--- config.mk ---
export PLATFORM = sky130hd
export DESIGN_NAME = lossless_audio_golomb_encoder
export DESIGN_NICKNAME = d
export VERILOG_FILES = /design/src/rtl/lagc_pkg.sv /design/src/rtl/lagc_front.sv /design/src/rtl/lagc_fifo.sv /design/src/rtl/lagc_back.sv /design/src/rtl/lossless_audio_golomb_encoder.sv
export VERILOG_INCLUDE_DIRS = /design/src /design/src/rtl
export SDC_FILE = /design/constraint.sdc
export NUM_CORES = 1
export LEC_CHECK = 0
export BUFFER_PORTS_ARGS = -buffer_cell sky130_fd_sc_hd__buf_2
export CORE_UTILIZATION = 48
export DETAILED_ROUTE_END_ITERATION = 10
export SKIP_CTS_REPAIR_TIMING = 1
export SLEW_MARGIN = 10
export SYNTH_ARGS = -nofsm -noshare
export SYNTH_HDL_FRONTEND = slang
export SYNTH_HIERARCHICAL = 1
export SYNTH_SLANG_ARGS = --single-unit
--- constraint.sdc ---
create_clock -name clk_i -period 7.16 [get_ports clk_i]
set_clock_uncertainty 0.15 [all_clocks]
set_input_delay 1.432 -clock clk_i [delete_from_list [all_inputs] [get_ports clk_i]]
set_output_delay 1.432 -clock clk_i [all_outputs]
set_load 0.05 [all_outputs]
--- src/rtl/assert_macros.svh ---
// ----------------------------------------------------------------------------
// assert_macros.svh
// Shared assertion macros for the lossless audio Golomb encoder RTL.
// ----------------------------------------------------------------------------
`ifndef ASSERT_MACROS_SVH
`define ASSERT_MACROS_SVH

// Condition must never hold outside reset
`define LAGC_ASSERT_NEVER(name, clk, rst_n, expr) \
  name: assert property (@(posedge clk) disable iff (!rst_n) !(expr)) \
    else $error("forbidden condition observed");

// Antecedent implies consequent in the same cycle
`define LAGC_ASSERT_IMPLIES(name, clk, rst_n, ante, cons) \
  name: assert property (@(posedge clk) disable iff (!rst_n) (ante) |-> (cons)) \
    else $error("implication violated");

`endif

--- src/rtl/lagc_pkg.sv ---
// ----------------------------------------------------------------------------
// lagc_pkg
// Shared widths, constants, codes and types of the lossless audio encoder.
// ----------------------------------------------------------------------------
`timescale 1ns / 1ps

package lagc_pkg;

  // Sizing
  localparam int MAX_CHANNELS = 8;
  localparam int HISTORY_TAPS = 3;
  localparam int QUEUE_DEPTH  = 4;

  // Field widths
  localparam int SAMPLE_W   = 16;
  localparam int ORDER_W    = 2;
  localparam int M_W        = 16;
  localparam int COUNT_W    = 4;
  localparam int MAPPED_W   = SAMPLE_W + 1;
  localparam int ZRUN_W     = 14;
  localparam int SUFFIX_W   = 16;
  localparam int SLEN_W     = 5;
  localparam int CODED_CH_W = 3;
  localparam int CFG_IDX_W  = 2;
  localparam int CFG_DATA_W = 16;

  // Arithmetic limits
  localparam logic signed [SAMPLE_W-1:0] SAMPLE_MAX   = 16'sh7FFF;
  localparam logic signed [SAMPLE_W-1:0] SAMPLE_MIN   = 16'sh8000;
  localparam logic [ZRUN_W-1:0]          QUOTIENT_CAP = 14'd10000;

  // Register reset values
  localparam logic [ORDER_W-1:0] ORDER_RST = 2'd0;
  localparam logic [M_W-1:0]     M_RST     = 16'd4;
  localparam logic [COUNT_W-1:0] COUNT_RST = 4'd2;

  // Register indexes
  typedef enum logic [CFG_IDX_W-1:0] {
    CFG_ORDER    = 2'd0,
    CFG_GOLOMB_M = 2'd1,
    CFG_CHANNELS = 2'd2
  } cfg_idx_e;

  // Predictor orders
  typedef enum logic [ORDER_W-1:0] {
    ORD_NONE  = 2'd0,
    ORD_ONE   = 2'd1,
    ORD_TWO   = 2'd2,
    ORD_THREE = 2'd3
  } order_e;

  // Front-end sequencer
  typedef enum logic [1:0] {
    F_IDLE,
    F_READ,
    F_PRED,
    F_PUSH
  } front_state_e;

  // Back-end coder
  typedef enum logic [1:0] {
    B_IDLE,
    B_DIV,
    B_DONE
  } back_state_e;

  // One residual waiting to be coded
  typedef struct packed {
    logic [MAPPED_W-1:0]   mapped;
    logic [CODED_CH_W-1:0] ch;
    logic                  last;
  } job_t;

endpackage

--- src/rtl/lagc_front.sv ---
// ----------------------------------------------------------------------------
// lagc_front
// Accepts samples, forms mid/side pairs when two channels are set, predicts
// from per-channel history and queues folded residuals for the coder.
// ----------------------------------------------------------------------------
`timescale 1ns / 1ps

module lagc_front import lagc_pkg::*; #(
  parameter int MaxChannels = MAX_CHANNELS
) (
  input  logic                       clk_i,
  input  logic                       rst_ni,
  input  logic [ORDER_W-1:0]         predictor_order_i,
  input  logic [COUNT_W-1:0]         channel_count_i,
  input  logic                       in_valid_i,
  output logic                       in_stall_o,
  input  logic signed [SAMPLE_W-1:0] sample_i,
  output logic                       push_o,
  output job_t                       job_o,
  input  logic                       full_i
);

  localparam int CH_W   = (MaxChannels > 1) ? $clog2(MaxChannels) : 1;
  localparam int N_W    = COUNT_W + 1;
  localparam int ROW_W  = HISTORY_TAPS * SAMPLE_W;
  localparam int PRED_W = SAMPLE_W + 3;
  localparam int RES_W  = SAMPLE_W + 1;

  localparam logic signed [PRED_W-1:0] PMAX = PRED_W'(SAMPLE_MAX);
  localparam logic signed [PRED_W-1:0] PMIN = PRED_W'(SAMPLE_MIN);

  front_state_e state_q, state_d;

  logic [CH_W-1:0]            pos_q, pos_d;
  logic signed [SAMPLE_W-1:0] held_q, held_d;
  logic [CH_W-1:0]            cur_ch_q, cur_ch_d;
  logic signed [SAMPLE_W-1:0] cur_smp_q, cur_smp_d;
  logic                       cur_last_q, cur_last_d;
  logic                       pend_q, pend_d;
  logic signed [SAMPLE_W-1:0] pend_smp_q, pend_smp_d;
  logic signed [SAMPLE_W-1:0] pred_q, pred_d;

  logic [ROW_W-1:0]       hist_mem [MaxChannels];
  logic [ROW_W-1:0]       rd_row_q;
  logic                   rd_vld_q;
  logic [MaxChannels-1:0] row_vld_q;

  logic                       accept, start, rd_en;
  logic [N_W-1:0]             eff_n, pos_x, pos_eff, pos_inc, pos_next;
  logic                       stereo;
  logic signed [SAMPLE_W-1:0] side, half, mid;
  logic [ROW_W-1:0]           hv;
  logic signed [SAMPLE_W-1:0] h0, h1, h2;
  logic signed [PRED_W-1:0]   h0x, h1x, h2x, praw;
  logic signed [RES_W-1:0]    resid;
  logic [RES_W:0]             dbl;

  assign accept = in_valid_i && !in_stall_o;

  // Resolve channel count and frame position
  always_comb begin
    if (channel_count_i == '0) begin
      eff_n = N_W'(1);
    end else if ({1'b0, channel_count_i} > N_W'(MaxChannels)) begin
      eff_n = N_W'(MaxChannels);
    end else begin
      eff_n = {1'b0, channel_count_i};
    end
    pos_x    = N_W'(pos_q);
    pos_eff  = (pos_x >= eff_n) ? '0 : pos_x;
    pos_inc  = pos_eff + N_W'(1);
    pos_next = (pos_inc >= eff_n) ? '0 : pos_inc;
    stereo   = (eff_n == N_W'(2));
  end

  // Form side and mid with 16-bit wrap; floor halving of side
  assign side  = held_q - sample_i;
  assign half  = side >>> 1;
  assign mid   = sample_i + half;
  assign start = accept && !(stereo && (pos_eff == '0));

  // Unpack history row; rows never written read as zero
  assign hv  = rd_vld_q ? rd_row_q : '0;
  assign h0  = hv[SAMPLE_W-1:0];
  assign h1  = hv[2*SAMPLE_W-1:SAMPLE_W];
  assign h2  = hv[3*SAMPLE_W-1:2*SAMPLE_W];
  assign h0x = PRED_W'(h0);
  assign h1x = PRED_W'(h1);
  assign h2x = PRED_W'(h2);

  // Fixed polynomial prediction
  always_comb begin
    case (order_e'(predictor_order_i))
      ORD_ONE:   praw = h0x;
      ORD_TWO:   praw = (h0x <<< 1) - h1x;
      ORD_THREE: praw = (h0x <<< 1) + h0x - (h1x <<< 1) - h1x + h2x;
      default:   praw = '0;
    endcase
  end

  // Fold residual to unsigned
  assign resid = RES_W'(cur_smp_q) - RES_W'(pred_q);
  assign dbl   = {resid, 1'b0};

  assign job_o.mapped = dbl[RES_W] ? ~dbl[MAPPED_W-1:0] : dbl[MAPPED_W-1:0];
  assign job_o.ch     = CODED_CH_W'(cur_ch_q);
  assign job_o.last   = cur_last_q;

  // Datapath next values
  always_comb begin
    pos_d      = pos_q;
    held_d     = held_q;
    cur_ch_d   = cur_ch_q;
    cur_smp_d  = cur_smp_q;
    cur_last_d = cur_last_q;
    pend_d     = pend_q;
    pend_smp_d = pend_smp_q;
    pred_d     = pred_q;
    if (accept) begin
      if (stereo && (pos_eff == '0)) begin
        held_d = sample_i;
        pos_d  = CH_W'(1);
      end else if (stereo) begin
        pos_d      = '0;
        cur_ch_d   = '0;
        cur_smp_d  = mid;
        cur_last_d = 1'b0;
        pend_d     = 1'b1;
        pend_smp_d = side;
      end else begin
        pos_d      = pos_next[CH_W-1:0];
        cur_ch_d   = pos_eff[CH_W-1:0];
        cur_smp_d  = sample_i;
        cur_last_d = 1'b1;
        pend_d     = 1'b0;
      end
    end
    if (state_q == F_PRED) begin
      if (praw > PMAX) begin
        pred_d = SAMPLE_MAX;
      end else if (praw < PMIN) begin
        pred_d = SAMPLE_MIN;
      end else begin
        pred_d = praw[SAMPLE_W-1:0];
      end
    end
    // Advance to the side sample once mid is queued
    if (push_o && pend_q) begin
      cur_ch_d   = CH_W'(1);
      cur_smp_d  = pend_smp_q;
      cur_last_d = 1'b1;
      pend_d     = 1'b0;
    end
  end

  // Next state
  always_comb begin
    state_d = state_q;
    case (state_q)
      F_IDLE: if (start) state_d = F_READ;
      F_READ: state_d = F_PRED;
      F_PRED: state_d = F_PUSH;
      F_PUSH: begin
        if (!full_i) state_d = pend_q ? F_READ : F_IDLE;
      end
      default: state_d = F_IDLE;
    endcase
  end

  // State outputs
  always_comb begin
    in_stall_o = (state_q != F_IDLE);
    rd_en      = (state_q == F_READ);
    push_o     = (state_q == F_PUSH) && !full_i;
  end

  // Control registers
  always_ff @(posedge clk_i or negedge rst_ni) begin
    if (!rst_ni) begin
      state_q   <= F_IDLE;
      pos_q     <= '0;
      held_q    <= '0;
      pend_q    <= 1'b0;
      row_vld_q <= '0;
    end else begin
      state_q <= state_d;
      pos_q   <= pos_d;
      held_q  <= held_d;
      pend_q  <= pend_d;
      if (push_o) row_vld_q[cur_ch_q] <= 1'b1;
    end
  end

  // Payload registers
  always_ff @(posedge clk_i) begin
    cur_ch_q   <= cur_ch_d;
    cur_smp_q  <= cur_smp_d;
    cur_last_q <= cur_last_d;
    pend_smp_q <= pend_smp_d;
    pred_q     <= pred_d;
  end

  // History memory: one row per channel, registered read
  always_ff @(posedge clk_i) begin
    if (push_o) hist_mem[cur_ch_q] <= {hv[ROW_W-SAMPLE_W-1:0], cur_smp_q};
    if (rd_en) rd_row_q <= hist_mem[cur_ch_q];
  end

  always_ff @(posedge clk_i or negedge rst_ni) begin
    if (!rst_ni) begin
      rd_vld_q <= 1'b0;
    end else if (rd_en) begin
      rd_vld_q <= row_vld_q[cur_ch_q];
    end
  end

endmodule

--- src/rtl/lagc_fifo.sv ---
// ----------------------------------------------------------------------------
// lagc_fifo
// Short first-word-fall-through queue of residual transactions.
// ----------------------------------------------------------------------------
`timescale 1ns / 1ps
`include "assert_macros.svh"

module lagc_fifo import lagc_pkg::*; #(
  parameter int Depth = QUEUE_DEPTH
) (
  input  logic clk_i,
  input  logic rst_ni,
  input  logic push_i,
  input  job_t data_i,
  output logic full_o,
  input  logic pop_i,
  output job_t data_o,
  output logic empty_o
);

  localparam int PTR_W = (Depth > 1) ? $clog2(Depth) : 1;
  localparam int CNT_W = $clog2(Depth + 1);

  job_t             entries_q [Depth];
  logic [PTR_W-1:0] wr_ptr_q, wr_ptr_d, rd_ptr_q, rd_ptr_d;
  logic [CNT_W-1:0] count_q, count_d;

  assign full_o  = (count_q == CNT_W'(Depth));
  assign empty_o = (count_q == '0);
  assign data_o  = entries_q[rd_ptr_q];

  // Advance pointers and fill level
  always_comb begin
    wr_ptr_d = wr_ptr_q;
    rd_ptr_d = rd_ptr_q;
    count_d  = count_q;
    if (push_i) begin
      wr_ptr_d = (wr_ptr_q == PTR_W'(Depth - 1)) ? '0 : wr_ptr_q + PTR_W'(1);
    end
    if (pop_i) begin
      rd_ptr_d = (rd_ptr_q == PTR_W'(Depth - 1)) ? '0 : rd_ptr_q + PTR_W'(1);
    end
    if (push_i && !pop_i) begin
      count_d = count_q + CNT_W'(1);
    end else if (pop_i && !push_i) begin
      count_d = count_q - CNT_W'(1);
    end
  end

  always_ff @(posedge clk_i or negedge rst_ni) begin
    if (!rst_ni) begin
      wr_ptr_q <= '0;
      rd_ptr_q <= '0;
      count_q  <= '0;
    end else begin
      wr_ptr_q <= wr_ptr_d;
      rd_ptr_q <= rd_ptr_d;
      count_q  <= count_d;
    end
  end

  // Store incoming transaction
  always_ff @(posedge clk_i) begin
    if (push_i) entries_q[wr_ptr_q] <= data_i;
  end

  `LAGC_ASSERT_NEVER(a_no_overflow, clk_i, rst_ni, push_i && full_o)
  `LAGC_ASSERT_NEVER(a_no_underflow, clk_i, rst_ni, pop_i && empty_o)

endmodule

--- src/rtl/lagc_back.sv ---
// ----------------------------------------------------------------------------
// lagc_back
// Golomb coder: bit-serial division by m, quotient clamp and
// truncated-binary remainder, with a registered output stage.
// ----------------------------------------------------------------------------
`timescale 1ns / 1ps
`include "assert_macros.svh"

module lagc_back import lagc_pkg::*; (
  input  logic                  clk_i,
  input  logic                  rst_ni,
  input  logic [M_W-1:0]        golomb_m_i,
  input  logic                  empty_i,
  output logic                  pop_o,
  input  job_t                  job_i,
  output logic                  out_valid_o,
  input  logic                  out_stall_i,
  output logic [ZRUN_W-1:0]     zero_run_o,
  output logic [SUFFIX_W-1:0]   suffix_bits_o,
  output logic [SLEN_W-1:0]     suffix_length_o,
  output logic [CODED_CH_W-1:0] coded_channel_o
  ,output logic                 last_of_run_o
);

  localparam int STEP_W = $clog2(MAPPED_W + 1);

  back_state_e state_q, state_d;

  logic [MAPPED_W-1:0]   dvd_q;
  logic [M_W-1:0]        rem_q;
  logic [STEP_W-1:0]     step_q;
  logic [M_W-1:0]        m_q;
  logic [SLEN_W-1:0]     b_q;
  logic [CODED_CH_W-1:0] ch_q;
  logic                  last_q;
  logic                  out_valid_q;

  logic [ZRUN_W-1:0]     zrun_q;
  logic [SUFFIX_W-1:0]   bits_q;
  logic [SLEN_W-1:0]     len_q;
  logic [CODED_CH_W-1:0] och_q;
  logic                  olast_q;

  logic [M_W-1:0]      m_eff, mm1;
  logic [M_W:0]        trial, diff, cutoff;
  logic                ge, lt, out_free, load_out, last_step;
  logic [ZRUN_W-1:0]   zrun_c;
  logic [SUFFIX_W-1:0] bits_c;
  logic [SLEN_W-1:0]   len_c;

  assign m_eff = (golomb_m_i == '0) ? M_W'(1) : golomb_m_i;
  assign mm1   = m_q - M_W'(1);

  // One restoring division step
  assign trial     = {rem_q, dvd_q[MAPPED_W-1]};
  assign diff      = trial - {1'b0, m_q};
  assign ge        = (trial >= {1'b0, m_q});
  assign last_step = (step_q == STEP_W'(MAPPED_W - 1));

  // Clamp quotient and build truncated-binary suffix
  always_comb begin
    if (dvd_q > MAPPED_W'(QUOTIENT_CAP)) begin
      zrun_c = QUOTIENT_CAP;
    end else begin
      zrun_c = dvd_q[ZRUN_W-1:0];
    end
    cutoff = ((M_W + 1)'(1) << b_q) - {1'b0, m_q};
    lt     = ({1'b0, rem_q} < cutoff);
    if (lt) begin
      len_c  = (b_q > SLEN_W'(1)) ? b_q - SLEN_W'(1) : '0;
      bits_c = rem_q;
    end else begin
      len_c  = b_q;
      bits_c = rem_q + cutoff[SUFFIX_W-1:0];
    end
    if (len_c == '0) bits_c = '0;
  end

  assign out_free = !out_valid_q || !out_stall_i;

  // Next state
  always_comb begin
    state_d = state_q;
    case (state_q)
      B_IDLE: if (!empty_i) state_d = B_DIV;
      B_DIV:  if (last_step) state_d = B_DONE;
      B_DONE: if (out_free) state_d = B_IDLE;
      default: state_d = B_IDLE;
    endcase
  end

  // State outputs
  always_comb begin
    pop_o    = (state_q == B_IDLE) && !empty_i;
    load_out = (state_q == B_DONE) && out_free;
  end

  always_ff @(posedge clk_i or negedge rst_ni) begin
    if (!rst_ni) begin
      state_q     <= B_IDLE;
      step_q      <= '0;
      out_valid_q <= 1'b0;
    end else begin
      state_q <= state_d;
      if (pop_o) begin
        step_q <= '0;
      end else if (state_q == B_DIV) begin
        step_q <= step_q + STEP_W'(1);
      end
      if (load_out) begin
        out_valid_q <= 1'b1;
      end else if (!out_stall_i) begin
        out_valid_q <= 1'b0;
      end
    end
  end

  // Load job, then shift one quotient bit per cycle; track bit length of m-1
  always_ff @(posedge clk_i) begin
    if (pop_o) begin
      dvd_q  <= job_i.mapped;
      rem_q  <= '0;
      m_q    <= m_eff;
      b_q    <= '0;
      ch_q   <= job_i.ch;
      last_q <= job_i.last;
    end else if (state_q == B_DIV) begin
      dvd_q <= {dvd_q[MAPPED_W-2:0], ge};
      rem_q <= ge ? diff[M_W-1:0] : trial[M_W-1:0];
      if ((step_q < STEP_W'(M_W)) && mm1[step_q[$clog2(M_W)-1:0]]) begin
        b_q <= SLEN_W'(step_q) + SLEN_W'(1);
      end
    end
  end

  // Output register
  always_ff @(posedge clk_i) begin
    if (load_out) begin
      zrun_q  <= zrun_c;
      bits_q  <= bits_c;
      len_q   <= len_c;
      och_q   <= ch_q;
      olast_q <= last_q;
    end
  end

  assign out_valid_o     = out_valid_q;
  assign zero_run_o      = zrun_q;
  assign suffix_bits_o   = bits_q;
  assign suffix_length_o = len_q;
  assign coded_channel_o = och_q;
  assign last_of_run_o   = olast_q;

  `LAGC_ASSERT_IMPLIES(a_zrun_capped, clk_i, rst_ni, out_valid_q, zrun_q <= QUOTIENT_CAP)
  `LAGC_ASSERT_IMPLIES(a_len_bound, clk_i, rst_ni, out_valid_q, len_q <= SLEN_W'(M_W))

endmodule

--- src/rtl/lossless_audio_golomb_encoder.sv ---
// ----------------------------------------------------------------------------
// lossless_audio_golomb_encoder: fixed-predictor Golomb residual coder
// Code words are formed one at a time by the 17-step serial divider.
// Reset: config to defaults, histories read as zero, no clearing pass.
// ----------------------------------------------------------------------------
`timescale 1ns / 1ps

module lossless_audio_golomb_encoder import lagc_pkg::*; #(
  parameter int MaxChannels = MAX_CHANNELS,
  parameter int QueueDepth  = QUEUE_DEPTH
) (
  input  logic                       clk_i,
  input  logic                       rst_ni,
  input  logic                       cfg_we_i,
  input  logic [CFG_IDX_W-1:0]       cfg_idx_i,
  input  logic [CFG_DATA_W-1:0]      cfg_wdata_i,
  input  logic                       in_valid_i,
  output logic                       in_stall_o,
  input  logic signed [SAMPLE_W-1:0] sample_i,
  output logic                       out_valid_o,
  input  logic                       out_stall_i,
  output logic [ZRUN_W-1:0]          zero_run_o,
  output logic [SUFFIX_W-1:0]        suffix_bits_o,
  output logic [SLEN_W-1:0]          suffix_length_o,
  output logic [CODED_CH_W-1:0]      coded_channel_o,
  output logic                       last_of_run_o
);

  logic [ORDER_W-1:0] order_q, order_d;
  logic [M_W-1:0]     m_q, m_d;
  logic [COUNT_W-1:0] count_q, count_d;

  logic push, full, pop, empty;
  job_t job_in, job_out;

  // Decode configuration writes
  always_comb begin
    order_d = order_q;
    m_d     = m_q;
    count_d = count_q;
    if (cfg_we_i) begin
      case (cfg_idx_e'(cfg_idx_i))
        CFG_ORDER:    order_d = cfg_wdata_i[ORDER_W-1:0];
        CFG_GOLOMB_M: m_d     = cfg_wdata_i[M_W-1:0];
        CFG_CHANNELS: count_d = cfg_wdata_i[COUNT_W-1:0];
        default:      ;
      endcase
    end
  end

  always_ff @(posedge clk_i or negedge rst_ni) begin
    if (!rst_ni) begin
      order_q <= ORDER_RST;
      m_q     <= M_RST;
      count_q <= COUNT_RST;
    end else begin
      order_q <= order_d;
      m_q     <= m_d;
      count_q <= count_d;
    end
  end

  lagc_front #(
    .MaxChannels(MaxChannels)
  ) u_front (
    .clk_i            (clk_i),
    .rst_ni           (rst_ni),
    .predictor_order_i(order_q),
    .channel_count_i  (count_q),
    .in_valid_i       (in_valid_i),
    .in_stall_o       (in_stall_o),
    .sample_i         (sample_i),
    .push_o           (push),
    .job_o            (job_in),
    .full_i           (full)
  );

  lagc_fifo #(
    .Depth(QueueDepth)
  ) u_fifo (
    .clk_i  (clk_i),
    .rst_ni (rst_ni),
    .push_i (push),
    .data_i (job_in),
    .full_o (full),
    .pop_i  (pop),
    .data_o (job_out),
    .empty_o(empty)
  );

  lagc_back u_back (
    .clk_i          (clk_i),
    .rst_ni         (rst_ni),
    .golomb_m_i     (m_q),
    .empty_i        (empty),
    .pop_o          (pop),
    .job_i          (job_out),
    .out_valid_o    (out_valid_o),
    .out_stall_i    (out_stall_i),
    .zero_run_o     (zero_run_o),
    .suffix_bits_o  (suffix_bits_o),
    .suffix_length_o(suffix_length_o),
    .coded_channel_o(coded_channel_o),
    .last_of_run_o  (last_of_run_o)
  );

endmodule

Word level (Yosys, flattened, before mapping)
Memory sizes are Yosys's and may differ from the RTL's. A register that Yosys moved wholly into a read port is not among the register bits.
Index checks and enable logic that the tools add are counted.
{"block": "word_totals", "reg_bits": 217, "memories": 2, "output_inout_bits": 41, "elab_cells": 183, "ramBits": 468}
{"block": "classes", "n_addsub": 19, "shift": 1, "bitwise_logic": 3, "order_cmp": 13, "n_reduce_logical": 42, "n_mux": 50, "eq_ne": 22}
{"memory": "u_front.hist_mem", "depth": 8, "word_bits": 48, "read_ports": 1, "rd_ports_with_merged_regs": 1, "write_ports": 1, "line_no": "lagc_front.sv:43", "text": "logic [ROW_W-1:0] hist_mem [MaxChannels];"}
{"memory": "u_fifo.entries_q", "depth": 4, "word_bits": 21, "read_ports": 1, "rd_ports_with_merged_regs": 0, "write_ports": 1, "line_no": "lagc_fifo.sv:24", "text": "job_t entries_q [Depth];"}
{"op": "16-bit 2-to-1 mux", "n": 7}
{"op": "19-bit one-hot mux with 3 select lines", "n": 1}
{"op": "17-bit 2-to-1 mux", "n": 3}
{"op": "48-bit 2-to-1 mux", "n": 1}
{"op": "16-bit subtractor", "n": 2}
{"op": "3-bit 2-to-1 mux", "n": 7}
{"op": "5-bit 2-to-1 mux", "n": 4}
{"op": "19-bit by 16-bit adder with 19-bit output", "n": 1}
{"op": "19-bit by 16-bit > comparator with 1-bit output (second input constant)", "n": 1}
{"op": "19-bit by 16-bit < comparator with 1-bit output (second input constant)", "n": 1}
{"op": "18-bit by 17-bit subtractor with 19-bit output", "n": 1}
{"op": "19-bit by 16-bit subtractor with 19-bit output", "n": 1}
{"op": "17-bit by 16-bit adder with 18-bit output", "n": 1}
{"op": "17-bit by 16-bit subtractor with 18-bit output", "n": 1}
{"op": "17-bit by 16-bit >= comparator with 1-bit output", "n": 1}
{"op": "17-bit by 14-bit > comparator with 1-bit output (second input constant)", "n": 1}
{"op": "16-bit by 17-bit < comparator with 1-bit output", "n": 1}
{"op": "17-bit inverter", "n": 1}
{"op": "1-bit by 5-bit << shifter with 17-bit output (first input constant)", "n": 1}
{"op": "16-bit by 16-bit subtractor with 17-bit output", "n": 1}
{"op": "17-bit by 16-bit subtractor with 17-bit output", "n": 1}
{"op": "16-bit by 15-bit adder with 16-bit output", "n": 1}
{"op": "16-bit adder", "n": 1}
{"op": "2-bit equality test (second input constant)", "n": 8}
{"op": "other kinds (42)", "n": 101}

Longest topological paths before layout
{"block": "logic_depth", "ltp_word": 11, "mapped_depth": 23, "depth_no_buf": 22}

By module
Netlist, hierarchy kept.
{"mod": "lagc_front", "n_inst": 1, "cells_per_inst": 1826, "area_per_inst_um2": 24519.8, "seq_area_each_um2": 15269.6}
{"mod": "lagc_back", "n_inst": 1, "cells_per_inst": 833, "area_per_inst_um2": 7679.9, "seq_area_each_um2": 2902.8}
{"mod": "lagc_fifo", "n_inst": 1, "cells_per_inst": 147, "area_per_inst_um2": 3479.6, "seq_area_each_um2": 2697.6}
{"mod": "lossless_audio_golomb_encoder", "n_inst": 1, "cells_per_inst": 48, "area_per_inst_um2": 884.6, "seq_area_each_um2": 553.0}

Worst setup path after synthesis
Ideal clock, no wire load.
{"block": "synth_path", "path_type": "reg-to-reg", "from": "register u_front.rd_vld_q", "to": "register u_front.pred_q[9], data pin", "path_slack_ns": 1.486, "n_path_buf": 6, "path_stages_with_launch": 23, "t_arrival_ns": 5.262, "cell_sequence": "dfrtp_1 > clkbuf_2 > clkbuf_1 > clkbuf_1 > clkbuf_1 > nand2_1 > fa_1 > fa_1 > inv_1 > fa_1 > inv_1 > ha_1 > buf_6 > a21o_1 > a31o_1 > a211o_1 > a221oi_2 > mux2i_1 > a211oi_2 > a41oi_2 > a21boi_4 > buf_12 > o21ai_2"}
{"block": "synth_via", "elab_chain_len": 8, "elab_cells_between_ends": 10, "cone_classes": "add/sub: 5; order compare: 2; mux: 3"}
{"item": "start, declared", "line_no": "lagc_front.sv:45", "text": "logic rd_vld_q;"}
{"item": "start signal, assigned", "line_no": "lagc_front.sv:213", "text": "rd_vld_q <= row_vld_q[cur_ch_q];"}
{"item": "48-bit 2-to-1 mux *", "line_no": "lagc_front.sv:83", "text": "assign hv = rd_vld_q ? rd_row_q : '0;"}
{"item": "17-bit by 16-bit adder with 18-bit output", "line_no": "lagc_front.sv:96", "text": "ORD_THREE: praw = (h0x <<< 1) + h0x - (h1x <<< 1) - h1x + h2x;"}
{"item": "18-bit by 17-bit subtractor with 19-bit output", "line_no": "lagc_front.sv:96"}
{"item": "19-bit by 16-bit subtractor with 19-bit output", "line_no": "lagc_front.sv:96"}
{"item": "19-bit by 16-bit adder with 19-bit output", "line_no": "lagc_front.sv:96"}
{"item": "19-bit one-hot mux with 3 select lines *", "line_no": "lagc_front.sv:93", "text": "case (order_e'(predictor_order_i))"}
{"item": "19-bit by 16-bit < comparator with 1-bit output", "line_no": "lagc_front.sv:141", "text": "end else if (praw < PMIN) begin"}
{"item": "16-bit 2-to-1 mux", "line_no": "lagc_front.sv:141"}
{"item": "end signal, assigned", "line_no": "lagc_front.sv:200", "text": "pred_q <= pred_d;"}
{"item": "end, declared", "line_no": "lagc_front.sv:41", "text": "logic signed [SAMPLE_W-1:0] pred_q, pred_d;"}
Mark *: on every way between the ends. The rest lies on a longest branch, timed or not.
A chain may end at the register's enable or synchronous reset.

Final worst setup path
{"block": "layout_path", "from": "register u_front.rd_vld_q", "to": "register u_front.pred_q[2], data pin"}
{"block": "layout_via", "elab_cells_between_ends": 10, "cone_classes": "add/sub: 5; order compare: 2; mux: 3"}
{"item": "48-bit 2-to-1 mux *", "line_no": "lagc_front.sv:83"}
{"item": "named net u_front.hv[16]", "line_no": "lagc_front.sv:52", "text": "logic [ROW_W-1:0] hv;"}
{"item": "18-bit by 17-bit subtractor with 19-bit output", "line_no": "lagc_front.sv:96"}
{"item": "19-bit by 16-bit subtractor with 19-bit output", "line_no": "lagc_front.sv:96"}
{"item": "19-bit by 16-bit adder with 19-bit output", "line_no": "lagc_front.sv:96"}
{"item": "19-bit one-hot mux with 3 select lines *", "line_no": "lagc_front.sv:93"}
{"item": "19-bit by 16-bit < comparator with 1-bit output", "line_no": "lagc_front.sv:141"}
{"item": "16-bit 2-to-1 mux", "line_no": "lagc_front.sv:141"}
Mark *: on every way through the listed nets, which the timed path passes. The rest lies on a longest branch.

==> impl_results.md <==
* Main area contributors after synthesis: edfxtp_1 (53%), ha_1 (6.2%), dfrtp_1 (4.5%)
* Syn nets at 3121
* Via/cell ratio at around 6
* Pin count of the biggest net entering global routing at 69
* Register bit total from synthesis at between 700 and 800
* Core area at ~75000 µm²
* Primary FF master, synth: edfxtp_1
* CP most frequent cell: inv_1
* Slew headroom at 23.53%
* CTS Buf Count at 77
* Fill cell count at 6186
* Status: complete, no violations
* Critical path, cell by cell: buf_4 -> nand2_1 -> inv_1 -> ha_1 -> inv_1 -> fa_1 -> inv_1 -> fa_1 -> inv_1 -> ha_1 -> inv_1 -> fa_1 -> nand2b_1 -> a21oi_1 -> o211ai_1 -> o21ai_1 -> a21oi_1 -> o21ai_0 -> and4_1 -> a31o_1 -> o21ai_0
* Final WS setup at between 800 and 900 ps
* Syn_area_per_cell at roughly 13 µm²
* Worst Hold Class: reg -> reg
* EDFF count, synth at 640
* Vias in the first global route at 23220
* Root Buffer Master: clkbuf_16
* Max clock buf depth at 3
* Multi-input gate area in the final layout at between 10000 and 15000 µm²
* Hold Vio Cnt, Final at 0
* All-Layer GR Usage at 23.00%
* First-pass GRT wire length at approximately 140000 µm
* DR WL/cell at ~22 µm
* Number of routed nets with antenna violations at 0
* Overall die area at 77280 µm²
* Synth top area share at 52.56%
* Via count at roughly 23000
* Final setup fails at 0
* Nets at 3199
* Share of cells above drive strength 1 at 12.92%
* RSZ-0062 raised after global routing: no
* Dpl ws at 938.1 ps
* Count leader, synth: edfxtp_1
* Worst setup SP type: flop
* Final Max Slew Viols at 0
* DRT Pass-1 Iters at 5
* Synth cell count leaders: edfxtp_1 (640), a22oi_1 (212), inv_1 (202)
* Setup CP Type: reg -> reg
* Top Ports at 80
* WP data required at about 7400 ps
* Yosys top cell by area: edfxtp_1
* Library cells used by synthesis at roughly 110
* Data arrival, critical path at 6460 ps
* Final min period at between 6000 and 7000 ps
* Clk_lat worst skew at around 630 ps
* Setup_tns at 0 ps
* Max stage delay on crit path at about 790 ps
* Drt total wl at about 88000 µm
* Post-synthesis cell area at about 37000 µm²
* Length of routed wiring on met1 at approximately 40000 µm
* GP Congestion at 0.8851
* Max Used Layer: met5
* Die Height at roughly 280 µm
* CTS sink cnt at 733
* Max Cap Violations at 0
* Post-synth ARST share at a little under a tenth
* CTS tree: built
* Clock transition at path regs at 60 ps
* CP top delay family: compound AO/OA/AOI/OAI gates
* Measured slew at the worst slew-check pin at 1147 ps
* DRC viols at 0
* Row cnt at 100
* Final Cycle Share at 87.53%
* Met2 WL at between 40000 and 50000 µm
* Antenna violations before repair at 3
* WP buf/inv at 6
* Final HPWL DP at 56280 µm
* Syn Inst Count at 2854
* WHS at 266.4 ps
* Achievable Freq at 159.6 MHz
* Initial cell density of the core at between 40% and 50%
* Die Wd at ~280 µm
* Synth-to-layout area growth at 11.17%
* Synth warnings at 6
* Seq/Total Area, Yosys at roughly three fifths
* Worst Path Max Fanout at 36
* Htree depth at 3
* Metal3 WL at around 5200 µm
* Reg area at ~21000 µm²
* Worst Setup End Kind: flop
* DR iter-0 viols at between 1500 and 2000
* Crit path max-delay cell type: dfrtp_2
* Port bufs at around 80
* GRT overflow at 0
## state kept, by name, summed over array words and instances, names as in the netlist, 3 cells and up
register	cells
count_q	4
m_q	16
u_back/b_q	5
u_back/ch_q	3
u_back/coded_channel_o	3
u_back/dvd_q	17
u_back/m_q	16
u_back/rem_q	16
u_back/step_q	5
u_back/suffix_bits_o	16
u_back/suffix_length_o	5
u_back/zero_run_o	14
u_fifo/count_q	3
u_fifo/entries_q	84
u_front/cur_ch_q	3
u_front/cur_smp_q	16
u_front/held_q	16
u_front/hist_mem	384
u_front/pend_smp_q	16
u_front/pos_q	3
u_front/pred_q	16
u_front/rd_row_q	48
u_front/row_vld_q	8
## final cells by class
| cell class | count | area share (%) |
|---|---|---|
| Inverter | 203 | 1.875 |
| Tap cell | 969 | 2.983 |
| Timing Repair Buffer | 119 | 1.718 |
| Sequential cell | 733 | 52.71 |
| Multi-Input combinational cell | 1798 | 34.11 |
| Clock inverter | 36 | 1.127 |
| Antenna cell | 1 | 0.006156 |
| Clock buffer | 107 | 5.476 |
## metrics by stage
stage | std cells | area, µm² | utilization [%]
6_report | 3966 | 40650 | 54.24
5_1_grt | 3966 | 40650 | 54.24
4_1_cts | 3965 | 40650 | 54.23
3_5_place_dp | 3822 | 37960 | 50.65
3_3_place_gp | 3822 | 37960 | 50.65
2_1_floorplan | 2854 | 36560 | -
## worst reg2reg max path, delay by kind of cell (launching register included)
| family | cells | cell delay (ps) |
|---|---|---|
| AO/OA/AOI/OAI | 7 | 1910 |
| adder cells (fa/ha/maj) | 5 | 1660 |
| buffers and inverters | 6 | 900 |
| flip-flops | 1 | 790 |
| AND/OR/NAND/NOR | 3 | 560 |
## layer usage
metal / vias up / global-route usage (%)
met5: - / 0
met2: 730 / 38.04
met3: 133 / 3.249
met4: 4 / 6.460
li1: 10910 / -
met1: 11560 / 31.68
## cell usage in the layout (no fill, tap or decap), types with 12 or more instances in the layout
master       n
edfxtp_1   640
a22oi_1    212
inv_1      202
nand2_1    201
ha_1       179
nor2_1     121
a21oi_1    112
o21ai_0    101
xnor2_1     86
clkbuf_16   82
buf_2       78
dfrtp_1     65
nand4_1     58
fa_1        48
and2_1      47
xor2_1      44
nand3_1     44
buf_4       41
a21o_1      40
mux2_2      34
nor3_1      34
mux2i_1     28
nand2b_1    26
nor2b_1     25
dfxtp_1     25
and3_1      24
a31oi_1     20
mux4_2      18
clkbuf_1    17
o21a_1      17
or3_1       16
a211oi_1    14
o211ai_1    13
or2_2       13
o21bai_1    12
## path summary, 6_finish.rpt
| check | startpoint | end | slack [ps] | depth (start not counted) |
|---|---|---|---|---|
| max | u_front/rd_vld_q | u_front/pred_q[2] | 890 | 21 |
| min | u_back/ch_q[1] | u_back/coded_channel_o[1] | 270 | 0 |
| max reg2reg | u_front/rd_vld_q | u_front/pred_q[2] | 890 | 21 |
| min reg2reg | u_back/ch_q[1] | u_back/coded_channel_o[1] | 270 | 0 |
| max in group asynchronous | rst_ni | u_front/rd_vld_q | 5320 | 1 |
| min in group asynchronous | rst_ni | u_front/held_q[13] | 760 | 1 |
## kinds of logic after synthesis
logic type | Yosys count | share of synthesized area (%)
mux | 93 | 3.549
flops | 733 | 58.59
simple gates | 674 | 9.301
fa+ha+maj | 228 | 8.788
compound gates | 673 | 12.93
buf+inv | 323 | 3.730
xor+xnor | 130 | 3.114
Power is not shown: default switching activity piles up to over one toggle a cycle in this logic, so the estimate is an artifact.
